File: config.mk
export PLATFORM = sky130hd
export DESIGN_NAME = nsc_parser
export DESIGN_NICKNAME = d
export VERILOG_FILES = /design/src/sv/nsc_pkg.sv /design/src/sv/nsc_parser.sv
export SDC_FILE = /design/constraint.sdc
export NUM_CORES = 1
export LEC_CHECK = 0
export ABC_AREA = 1
export BUFFER_PORTS_ARGS = -buffer_cell sky130_fd_sc_hd__buf_4
export CORE_MARGIN = 1.5
export CORE_UTILIZATION = 53
export DETAILED_ROUTE_END_ITERATION = 16
export PLACE_DENSITY = 0.84
export SLEW_MARGIN = 5
export SYNTH_ARGS = -nofsm -noshare
export SYNTH_HDL_FRONTEND = slang
export SYNTH_SLANG_ARGS = --single-unit
File: constraint.sdc
create_clock -name i_clk -period 3.6 [get_ports i_clk]
set_input_delay 0.18 -clock i_clk [delete_from_list [all_inputs] [get_ports i_clk]]
set_output_delay 0.18 -clock i_clk [all_outputs]
set_load 0.1 [all_outputs]
File: src/sv/nsc_pkg.sv
// Shared types, codes and helper functions for the NMEA sentence checker.
package nsc_pkg;

    // Character codes
    localparam logic [7:0] CH_DOLLAR = 8'h24;
    localparam logic [7:0] CH_STAR   = 8'h2A;
    localparam logic [7:0] CH_COMMA  = 8'h2C;

    // Accepted five-letter headers
    localparam logic [39:0] HDR_ZDA = "GPZDA";
    localparam logic [39:0] HDR_GGA = "GPGGA";
    localparam logic [39:0] HDR_RMC = "GPRMC";

    // Header position counts (dollar counts as one)
    localparam logic [7:0] CNT_HDR_LAST  = 8'd6;
    localparam logic [7:0] CNT_HDR_COMMA = 8'd7;

    // Reset limits
    localparam logic [7:0] LONG_LIMIT_RST = 8'd90;
    localparam logic [7:0] DATE_LIMIT_RST = 8'd50;

    // Register indexes on the configuration port
    localparam logic REG_LONG_LIMIT = 1'b0;
    localparam logic REG_DATE_LIMIT = 1'b1;

    typedef enum logic [1:0] {
        KIND_NONE = 2'd0,
        KIND_ZDA  = 2'd1,
        KIND_GGA  = 2'd2,
        KIND_RMC  = 2'd3
    } t_kind;

    typedef enum logic [1:0] {
        V_OK       = 2'd0,
        V_MISMATCH = 2'd1,
        V_LONG     = 2'd2,
        V_REJECT   = 2'd3
    } t_verdict;

    typedef enum logic [4:0] {
        PH_HUNT   = 5'b00001,
        PH_HEADER = 5'b00010,
        PH_BODY   = 5'b00100,
        PH_HEX1   = 5'b01000,
        PH_HEX2   = 5'b10000
    } t_phase;

    // One result transaction
    typedef struct packed {
        t_kind      kind;
        t_verdict   verdict;
        logic [7:0] computed_sum;
        logic [7:0] received_sum;
        logic [7:0] length;
    } t_result;

    function automatic t_kind header_kind(input logic [39:0] hdr);
        t_kind k;
        k = KIND_NONE;
        if (hdr == HDR_ZDA) k = KIND_ZDA;
        else if (hdr == HDR_GGA) k = KIND_GGA;
        else if (hdr == HDR_RMC) k = KIND_RMC;
        return k;
    endfunction

    // Bit 4 flags a character that is not a hex digit; low nibble is the value
    function automatic logic [4:0] hex_nibble(input logic [7:0] c);
        logic [4:0] r;
        r = 5'b1_0000;
        if (c >= "0" && c <= "9") r = {1'b0, 4'(c - "0")};
        else if (c >= "A" && c <= "F") r = {1'b0, 4'(c - "A" + 8'd10)};
        else if (c >= "a" && c <= "f") r = {1'b0, 4'(c - "a" + 8'd10)};
        return r;
    endfunction

endpackage

File: src/sv/nsc_parser.sv
// Per-character sentence parser: header match, XOR, length check, hex compare.
module nsc_parser (
    input  logic             i_clk,
    input  logic             i_rst_n,
    input  logic             i_valid,
    input  logic [7:0]       i_byte,
    input  logic [7:0]       i_long_limit,
    input  logic [7:0]       i_date_limit,
    output logic             o_emit,
    output nsc_pkg::t_result o_result
);
    import nsc_pkg::*;

    t_phase      r_phase, n_phase;
    logic [39:0] r_shift, n_shift;
    logic [7:0]  r_xor, n_xor;
    logic [7:0]  r_count, n_count;
    logic [7:0]  r_hex, n_hex;
    logic        r_bad, n_bad;
    t_kind       r_kind, n_kind;

    logic [7:0]  w_limit;
    logic [8:0]  w_next;
    logic        w_too_long;
    logic [4:0]  w_nib;

    assign w_limit    = (r_kind == KIND_ZDA) ? i_date_limit : i_long_limit;
    assign w_next     = {1'b0, r_count} + 9'd1;
    assign w_too_long = w_next > {1'b0, w_limit};
    assign w_nib      = hex_nibble(i_byte);

    // Next state and result for one character
    always_comb begin
        n_phase  = r_phase;
        n_shift  = r_shift;
        n_xor    = r_xor;
        n_count  = r_count;
        n_hex    = r_hex;
        n_bad    = r_bad;
        n_kind   = r_kind;
        o_emit   = 1'b0;
        o_result = '{kind: r_kind, verdict: V_OK, computed_sum: r_xor,
                     received_sum: 8'd0, length: r_count};
        if (i_valid) begin
            unique case (r_phase) inside
                PH_HUNT: begin
                    if (i_byte == CH_DOLLAR) begin
                        n_phase = PH_HEADER;
                        n_count = 8'd1;
                        n_xor   = 8'd0;
                        n_shift = 40'd0;
                        n_hex   = 8'd0;
                        n_bad   = 1'b0;
                        n_kind  = KIND_NONE;
                    end
                end
                PH_HEADER: begin
                    n_count = r_count + 8'd1;
                    n_xor   = r_xor ^ i_byte;
                    if (n_count <= CNT_HDR_LAST) begin
                        n_shift = {r_shift[31:0], i_byte};
                        if (n_count == CNT_HDR_LAST) n_kind = header_kind(n_shift);
                    end else if (n_count == CNT_HDR_COMMA) begin
                        if (i_byte != CH_COMMA) n_bad = 1'b1;
                    end else if (r_kind == KIND_NONE || r_bad || i_byte == CH_COMMA) begin
                        // Header rejected: report with this character counted
                        n_phase  = PH_HUNT;
                        o_emit   = 1'b1;
                        o_result = '{kind: r_kind, verdict: V_REJECT, computed_sum: n_xor,
                                     received_sum: 8'd0, length: n_count};
                    end else begin
                        n_bad   = 1'b0;
                        n_phase = PH_BODY;
                    end
                end
                PH_BODY, PH_HEX1, PH_HEX2: begin
                    if (w_too_long) begin
                        // Over the limit: character is dropped
                        n_phase  = PH_HUNT;
                        o_emit   = 1'b1;
                        o_result.verdict = V_LONG;
                    end else begin
                        n_count = w_next[7:0];
                        if (r_phase == PH_BODY) begin
                            if (i_byte == CH_STAR) n_phase = PH_HEX1;
                            else n_xor = r_xor ^ i_byte;
                        end else if (r_phase == PH_HEX1) begin
                            n_hex   = {w_nib[3:0], 4'd0};
                            n_bad   = r_bad | w_nib[4];
                            n_phase = PH_HEX2;
                        end else begin
                            n_hex   = {r_hex[7:4], w_nib[3:0]};
                            n_bad   = r_bad | w_nib[4];
                            n_phase = PH_HUNT;
                            o_emit  = 1'b1;
                            o_result = '{kind: r_kind,
                                         verdict: (n_bad || n_hex != r_xor) ?
                                                  V_MISMATCH : V_OK,
                                         computed_sum: r_xor,
                                         received_sum: n_hex,
                                         length: n_count};
                        end
                    end
                end
                default: n_phase = PH_HUNT;
            endcase
        end
    end

    // Phase is control state; the rest is loaded on each dollar
    always_ff @(posedge i_clk) begin
        if (!i_rst_n) begin
            r_phase <= PH_HUNT;
        end else begin
            r_phase <= n_phase;
        end
    end

    always_ff @(posedge i_clk) begin
        r_shift <= n_shift;
        r_xor   <= n_xor;
        r_count <= n_count;
        r_hex   <= n_hex;
        r_bad   <= n_bad;
        r_kind  <= n_kind;
    end

endmodule

==> results of run 1 <==
[cells in the final DEF, fill, tap and decap left out, types with 2 or more instances in the layout]
master     count
xor2_1         3
nor4_1         9
xnor2_1       12
nand4_1       14
inv_6          2
nand3_1       36
nand2_4        2
bufinv_16      2
buf_12         3
nor2_1        88
o21ai_1        8
buf_4         58
o21ai_2        3
nand3_2        2
and3_1         2
a21oi_1       11
buf_6          2
o21ai_0       11
nor2_2         4
ha_1          12
a21o_1         2
inv_1         85
edfxtp_1      55
ha_4           2
nor2_4        10
clkbuf_8       9
nor3_1         2
mux2i_1        7
inv_2          9
nand2_1       94
a21oi_2        2
buf_8          6
nand2_2       16
dfxtp_1        5
[per-layer routing]
metal,share of wire,routed length (um),track usage
met1,0.40,4190,0.316
met2,0.50,5130,0.418
met3,0.072,745,0.0335
met4,0.029,299,0.118
met5,0,0,0
[registers in the layout, summed over array words and instances, names as in the netlist]
register,count
r_xor,8
r_phase,5
r_shift,32
r_bad,1
r_count,8
r_hex,4
r_kind,2
[report_power, final]
group | total, mW | switching [mW] | leakage [nW] | internal (mW)
clock network | 0.691 | 0.297 | 0.110 | 0.394
registers | 1.31 | 0.193 | 0.560 | 1.12
logic | 2.35 | 1.68 | 1.70 | 0.668
[critical path, stage by stage, from the launching register on]
cell	delay [ns]
edfxtp_1	0.44
ha_2	0.22
nand2_2	0.10
inv_2	0.06
nand2_2	0.05
nand2_2	0.07
nand2_4	0.09
inv_2	0.05
ha_4	0.27
nand2_2	0.07
nor2_1	0.19
nand2_1	0.07
nand2_1	0.06
o21ai_1	0.06
nand2_1	0.08
nand2_2	0.08
nand2_2	0.09
inv_2	0.06
nor2_1	0.27
inv_2	0.10
a31oi_2	0.20
buf_4	0.33
[path summary, 6_finish.rpt]
path                                 start          to  slack [ns]  depth (start not counted)
worst max-delay path            r_count[1]      o_emit        0.07                         21
worst min register to register  r_phase[3]  r_phase[3]        0.52                          2
worst max register to register  r_count[1]    r_hex[5]        0.56                         18
worst min-delay path               i_rst_n  r_phase[0]        0.06                          2
[area by class of cell]
cell class / count / area, um^2 / share of cell area
timing repair buffer: 69 / 608 / 0.118
tap: 99 / 124 / 0.0240
inverter: 95 / 357 / 0.0692
clock inverter: 7 / 98.8 / 0.0192
clock buffer: 9 / 124 / 0.0240
sequential: 60 / 1750 / 0.340
multi-input combinational: 368 / 2090 / 0.405
[cell usage after synthesis, types with 2 or more instances]
cell	instances
nand2_2	11
o21ai_1	8
nor2_4	2
nand4_1	14
clkbuf_1	2
a21oi_1	13
xnor2_1	12
inv_1	86
a21o_1	2
nor3_1	2
and3_1	2
nor4_1	9
o21ai_2	3
inv_2	8
buf_2	3
edfxtp_1	55
nand3_2	2
nand2_1	101
o21ai_0	11
ha_1	15
nand3_1	37
xor2_1	3
buf_1	3
nor2_1	96
mux2i_1	7
nor2_2	4
dfxtp_1	5
[cell families after synthesis]
kind of cell / count (synthesis) / share of synthesized area
buffers and inverters: 104 / 0.0980
XOR/XNOR: 16 / 0.0360
flip-flops: 60 / 0.427
AND/OR/NAND/NOR: 286 / 0.313
adder cells (fa/ha/maj): 15 / 0.0458
multiplexers: 8 / 0.0198
AO/OA/AOI/OAI: 43 / 0.0602
[what timing repair did]
item,4_1_cts,5_1_grt
resized for setup,5,34
pin swaps,0,10
hold buffers,0,0
endpoints found under the setup margin,8,19
buffers inserted,0,7
==> flow_metrics.env, run 1 <==
export IMPL_power_leakage_nw=2.37
export IMPL_period_needed_ns=3.53
export IMPL_crit_arrival_ns=3.35
export IMPL_final_util=0.699
export IMPL_relSlewSlack=0.532
export IMPL_finalNetCount=645
export IMPL_cp_end_kind="output pin"
export IMPL_fin_hold_ws_ns=0.0615
export IMPL_fmax_mhz=283
export IMPL_final_cells=707
export IMPL_num_vias=3846
export IMPL_cts_buffers=9
export IMPL_num_io_pins=56
export IMPL_setup_ws_ns=0.0678
export IMPL_status="finished clean"
export IMPL_drive_above_1_share=0.235
export IMPL_initial_core_util=0.556
export IMPL_grt_max_degree=35
export IMPL_hpwlAfterDp_um=7430
export IMPL_yosysSeqAreaShare=0.427
export IMPL_syn2layout_area_growth_pct=25.7
export IMPL_async_flop_share=0
export IMPL_drc_errors=0
export IMPL_post_place_cells=684
export IMPL_drv_cap=0
export IMPL_startpoint_type="flip-flop"
export IMPL_placed_cell_area_um2=4720
export IMPL_core_area_um2=7370
export IMPL_min_path_type="in -> reg"
export IMPL_die_area_um2=8270
export IMPL_syn_inst=532
export IMPL_cts_htree_levels=3
export IMPL_fin_area_um2=5150
export IMPL_fin_setup_tns_ns=0
export IMPL_synth_top_cell_area_share=0.403
export IMPL_vias_per_cell=5.44
export IMPL_ir_drop_mv=0.563
export IMPL_totalWireLength_um=10400
export IMPL_maxSlewViolCount=0
export IMPL_synthDistinctLibCells=43
export IMPL_grt_pass1_vias=3566
export IMPL_fp_row_count=31
export IMPL_clock_latency_ns=0.36
export IMPL_synth_area_top_cells="edfxtp_1 (40%), nand2_1 (9.3%), nor2_1 (8.8%)"
export IMPL_grt_overflow=0
export IMPL_die_x_um=90.9
export IMPL_setup_viol=0
export IMPL_grt_use_total=0.249
export IMPL_syn_cell_area_um2=4100
export IMPL_cts_sinks=60
export IMPL_dp_slack_ns=0.154
export IMPL_fill_cells=578
export IMPL_clock_path_buffers=2
export IMPL_clockRootBuffer="clkbuf_8"
export IMPL_tightest_slew_ns=0.700
export IMPL_crit_type="reg -> out"
export IMPL_fin_crit_sh=0.981
export IMPL_required_ns=3.42
export IMPL_place_congestion=0.996
export IMPL_syn_avg_cell_area_um2=7.70
export IMPL_antenna_found_initial=0
export IMPL_synth_edff_count=55
export IMPL_synth_largest_area_cell="edfxtp_1"
export IMPL_ys_ff_latch=60
export IMPL_clk_pin_slew_worst_paths_ns=0.07
export IMPL_synth_ff_type="edfxtp_1"
export IMPL_cts_tree="built"
export IMPL_antenna_left=0
export IMPL_syn_num_nets=574
export IMPL_skew_ns=0.00940
export IMPL_wl_per_cell_um=14.7
export IMPL_total_power_mw=4.35
export IMPL_diodes=0
export IMPL_port_buffers=55
export IMPL_cp_max_fo=4
export IMPL_die_height_um=90.9
export IMPL_powerDensity_nw_per_um2=844
export IMPL_report_final_hold_viol_count=0
export IMPL_dr_pass1_iters=6
export IMPL_ys_warn_count=0
export IMPL_grt_pass1_wl_um=16300
export IMPL_drt_initial_drc_count=279
Power figures use the tool's default switching activity.
==> run 2, diff against run 1 <==
--- a/config.mk
+++ b/config.mk
@@ -10,7 +10,8 @@
 export CORE_MARGIN = 1.5
 export CORE_UTILIZATION = 53
 export DETAILED_ROUTE_END_ITERATION = 16
-export PLACE_DENSITY = 0.84
+export MAX_ROUTING_LAYER = met4
+export PLACE_DENSITY = 0.77
 export SLEW_MARGIN = 5
 export SYNTH_ARGS = -nofsm -noshare
 export SYNTH_HDL_FRONTEND = slang
==> flow_metrics.env, run 2 (synthesis gave the netlist of run 1 again) <==
export IMPL_cts_tree="built"
export IMPL_clock_latency_ns=0.35
export IMPL_cts_sinks=60
export IMPL_syn2layout_area_growth_pct=25.4
export IMPL_hpwlAfterDp_um=7340
export IMPL_cp_max_fo=8
export IMPL_required_ns=3.42
export IMPL_vias_per_cell=5.40
export IMPL_skew_ns=0.00808
export IMPL_dr_pass1_iters=5
export IMPL_cts_htree_levels=3
export IMPL_die_area_um2=8270
export IMPL_tightest_slew_ns=0.661
export IMPL_top_regs="r_shift: 32 flops, r_count: 8 flops, r_xor: 8 flops"
export IMPL_initial_core_util=0.556
export IMPL_status="finished clean"
export IMPL_wl_per_cell_um=14.2
export IMPL_drt_initial_drc_count=269
export IMPL_antenna_found_initial=0
export IMPL_place_congestion=0.958
export IMPL_final_cell_mix="nand2_1 (97), nor2_1 (88), inv_1 (86), edfxtp_1 (55), buf_4 (51)"
export IMPL_final_util=0.697
export IMPL_totalWireLength_um=9990
export IMPL_cp_common_cell="nand2_2"
export IMPL_grt_pass1_wl_um=16100
export IMPL_grt_overflow=0
export IMPL_startpoint_type="flip-flop"
export IMPL_powerDensity_nw_per_um2=828
export IMPL_grt_max_degree=35
export IMPL_diodes=0
export IMPL_grt_pass1_vias=3534
export IMPL_dr_max_layer_used="met4"
export IMPL_drive_above_1_share=0.225
export IMPL_cts_buffers=9
export IMPL_core_area_um2=7370
export IMPL_met3_length_um=600
export IMPL_relSlewSlack=0.558
export IMPL_drc_errors=0
export IMPL_mostFrequentLayoutCell="nand2_1"
export IMPL_clockRootBuffer="clkbuf_8"
export IMPL_setup_viol=0
export IMPL_fill_cells=589
export IMPL_crit_path_top_delay_cell="or2_4"
export IMPL_largest_reg_flops=32
export IMPL_num_vias=3805
export IMPL_report_final_hold_viol_count=0
export IMPL_fp_row_count=31
export IMPL_worstPathCellList="ha_2 -> nand2_2 -> nor2_4 -> nand3_1 -> nand2_2 -> inv_1 -> ha_1 -> a21o_1 -> a21oi_2 -> nand2_1 -> nand2_2 -> nand2_2 -> inv_2 -> nand3b_1 -> or2_4 -> nor2_4 -> buf_12"
export IMPL_fin_crit_sh=0.950
export IMPL_min_path_type="in -> reg"
export IMPL_ir_drop_mv=0.550
export IMPL_num_io_pins=56
export IMPL_crit_arrival_ns=3.24
export IMPL_grt_use_total=0.253
export IMPL_regMostFlops="r_shift"
export IMPL_crit_type="reg -> out"
export IMPL_maxSlewViolCount=0
export IMPL_met1_length_um=4150
export IMPL_port_buffers=55
export IMPL_die_x_um=90.9
export IMPL_power_leakage_nw=2.36
export IMPL_fin_hold_ws_ns=0.0782
export IMPL_clk_pin_slew_worst_paths_ns=0.07
export IMPL_finalNetCount=642
export IMPL_routed_wl_met2_um=5090
export IMPL_period_needed_ns=3.42
export IMPL_fmax_mhz=292
export IMPL_critPathMaxStageDelay_ns=0.40
export IMPL_fin_setup_tns_ns=0
export IMPL_cp_end_kind="output pin"
export IMPL_antenna_left=0
export IMPL_clock_path_buffers=2
export IMPL_drv_cap=0
export IMPL_die_height_um=90.9
## run 2: per-stage QoR
step           cells  area (um^2)  worst slack [ns]  power, mW
2_1_floorplan    532         4170           -0.0884       2.95
3_3_place_gp     685         4730             0.289       3.42
3_5_place_dp     685         4730             0.150       3.46
4_1_cts          701         4960           0.00175       4.14
5_1_grt          704         5140           -0.0761       4.49
6_report         704         5140             0.179       4.25
## run 2: critical path: cells and delay by family, from the launching register on
family / cells / cell delay [ns]
fa+ha+maj: 2 / 0.50
flops: 1 / 0.36
simple gates: 10 / 1.37
buf+inv: 3 / 0.33
compound gates: 2 / 0.32
## run 2: where the power goes
part	total (mW)	switching [mW]	internal, mW
Sequential	1.30	0.184	1.12
Combinational	2.28	1.65	0.633
Clock	0.674	0.284	0.389
## run 2: final timing paths
| kind | from | end | slack [ns] | cells after the start |
|---|---|---|---|---|
| setup / recovery | r_count[0] | o_result[14] | 0.18 | 17 |
| hold / removal | i_rst_n | r_phase[0] | 0.08 | 2 |
| setup reg to reg | r_count[0] | r_hex[4] | 0.61 | 17 |
| hold reg to reg | r_phase[3] | r_phase[3] | 0.51 | 2 |
## run 2: area by class of cell
type,instances,area [um^2],share of cell area
inverters,95,357,0.0694
clock inverters,6,88.8,0.0173
well taps,99,124,0.0241
repair buffers,66,621,0.121
flip-flops and latches,60,1750,0.341
clock buffers,10,128,0.0248
multi-input cells,368,2070,0.403
## run 2: repair_timing
| item | CTS | global route |
|---|---|---|
| endpoints found under the setup margin | 8 | 18 |
| hold buffers | 0 | 0 |
| pin swaps | 0 | 8 |
| buffers inserted | 0 | 3 |
| gates resized for setup | 6 | 37 |
## run 2: metal layers
metal | track usage | up-vias
li1 | - | 1861
met4 | 0.0820 | 0
met2 | 0.427 | 154
met3 | 0.0553 | 18
met1 | 0.299 | 1772
met5 | - | -
==> run 3, diff against run 2 <==
--- a/config.mk
+++ b/config.mk
@@ -8,10 +8,9 @@
 export ABC_AREA = 1
 export BUFFER_PORTS_ARGS = -buffer_cell sky130_fd_sc_hd__buf_4
 export CORE_MARGIN = 1.5
-export CORE_UTILIZATION = 53
+export CORE_UTILIZATION = 30
 export DETAILED_ROUTE_END_ITERATION = 16
 export MAX_ROUTING_LAYER = met4
-export PLACE_DENSITY = 0.77
 export SLEW_MARGIN = 5
 export SYNTH_ARGS = -nofsm -noshare
 export SYNTH_HDL_FRONTEND = slang
==> flow_metrics.env, run 3 (synthesis gave the netlist of run 1 again) <==
export IMPL_wl_per_cell_um=13.0
export IMPL_fin_setup_tns_ns=0
export IMPL_busiest_layer="met2"
export IMPL_drt_initial_drc_count=264
export IMPL_vias_per_cell=4.67
export IMPL_cts_buffers=9
export IMPL_top_regs="r_shift: 32 flops, r_count: 8 flops, r_xor: 8 flops"
export IMPL_worstPathCellList="ha_2 -> nand2_2 -> inv_2 -> nand2_1 -> nand2_1 -> nand2_2 -> inv_1 -> ha_4 -> nand2_2 -> nor2_1 -> nand2_1 -> nand2_1 -> o21ai_1 -> nand2_1 -> nand2_2 -> nand2_2 -> inv_2 -> nand3b_1 -> or2_4 -> nor2_4 -> buf_12"
export IMPL_die_height_um=120
export IMPL_status="finished clean"
export IMPL_dr_pass1_iters=4
export IMPL_fmax_mhz=295
export IMPL_final_cell_mix="nand2_1 (96), nor2_1 (88), inv_1 (86), edfxtp_1 (55), buf_4 (50)"
export IMPL_placed_cell_area_um2=4810
export IMPL_crit_path_top_delay_cell="edfxtp_1"
export IMPL_fp_row_count=42
export IMPL_place_congestion=0.869
export IMPL_diodes=0
export IMPL_fin_area_um2=5280
export IMPL_powerDensity_nw_per_um2=828
export IMPL_initial_core_util=0.308
export IMPL_clock_latency_ns=0.34
export IMPL_startpoint_type="flip-flop"
export IMPL_maxSlewViolCount=0
export IMPL_skew_ns=0.00608
export IMPL_finalNetCount=641
export IMPL_use_met1=0.183
export IMPL_mostFrequentLayoutCell="nand2_1"
export IMPL_crit_arrival_ns=3.21
export IMPL_cts_htree_levels=3
export IMPL_period_needed_ns=3.39
export IMPL_fin_crit_sh=0.941
export IMPL_drv_cap=0
export IMPL_min_path_type="in -> reg"
export IMPL_cts_tree="built"
export IMPL_ir_drop_mv=0.376
export IMPL_totalWireLength_um=10100
export IMPL_required_ns=3.42
export IMPL_critPathTopFamily="simple AND/OR/NAND/NOR gates"
export IMPL_hpwlAfterDp_um=7720
export IMPL_largest_reg_flops=32
export IMPL_antenna_found_initial=0
export IMPL_num_vias=3642
export IMPL_drive_above_1_share=0.224
export IMPL_clockRootBuffer="clkbuf_16"
export IMPL_core_area_um2=13300
export IMPL_grt_pass1_vias=3479
export IMPL_grt_use_met3=0.0304
export IMPL_cts_sinks=60
export IMPL_grt_util_met2=0.249
export IMPL_fin_hold_ws_ns=0.0842
export IMPL_power_leakage_nw=2.39
export IMPL_drc_errors=0
export IMPL_grt_use_total=0.150
export IMPL_relSlewSlack=0.559
export IMPL_port_buffers=55
export IMPL_clock_path_buffers=2
export IMPL_die_x_um=120
export IMPL_grt_max_degree=36
export IMPL_crit_type="reg -> out"
export IMPL_critPathBufInv=4
export IMPL_report_final_hold_viol_count=0
export IMPL_grt_overflow=0
export IMPL_critPathMaxStageDelay_ns=0.39
export IMPL_fill_cells=1331
export IMPL_antenna_left=0
export IMPL_grt_pass1_wl_um=16500
export IMPL_die_area_um2=14400
export IMPL_num_io_pins=56
export IMPL_cp_max_fo=8
export IMPL_cp_end_kind="output pin"
export IMPL_tightest_slew_ns=0.660
export IMPL_syn2layout_area_growth_pct=28.9
export IMPL_regMostFlops="r_shift"
export IMPL_clk_pin_slew_worst_paths_ns=0.06
export IMPL_setup_viol=0
export IMPL_final_util=0.397
-- run 3: cell count changes in the layout (fill, tap and decap cells not counted), sizes merged --
cell	change
clkbuf	-1
inv	+3
buf	-1
bufinv	-2
-- run 3: final timing paths --
kind	cells past startpoint	start	slack, ns	to
hold / removal	2	i_rst_n	0.08	r_phase[0]
setup reg to reg	21	r_count[0]	0.59	r_hex[5]
setup / recovery	21	r_count[0]	0.21	o_result[9]
hold reg to reg	2	r_phase[3]	0.51	r_phase[3]
-- run 3: metal layers --
| metal | up-vias | share of wire |
|---|---|---|
| met1 | 1688 | 0.46 |
| li1 | 1858 | - |
| met4 | 0 | 0.014 |
| met2 | 83 | 0.49 |
| met5 | - | 0 |
| met3 | 13 | 0.038 |
-- run 3: per-stage QoR --
step / instances / setup slack (ns) / power (mW)
final: 780 / 0.211 / 4.37
after global routing: 780 / -0.0202 / 4.66
after CTS: 778 / 0.0153 / 4.33
after detailed placement: 761 / 0.0874 / 3.48
after global placement: 761 / 0.239 / 3.45
after floorplan: 532 / -0.0884 / 2.95
-- run 3: repair_timing --
item,4_1_cts,5_1_grt
buffers inserted,1,2
endpoints found under the setup margin,15,18
resized for setup,12,28
hold buffers,0,0
pin swaps,1,5
-- run 3: layout make-up --
cell class,count,area (um^2),area share
Inverter,95,357,0.0675
Sequential cell,60,1750,0.332
Tap cell,176,220,0.0417
Timing Repair Buffer,65,604,0.114
Clock inverter,7,58.8,0.0111
Multi-Input combinational cell,368,2060,0.391
Clock buffer,9,225,0.0427
-- run 3: power by group --
group | total, mW | internal [mW] | switching [mW]
logic | 2.25 | 0.635 | 1.62
registers | 1.30 | 1.12 | 0.184
clock network | 0.817 | 0.474 | 0.343
total | 4.37 | 2.23 | 2.15
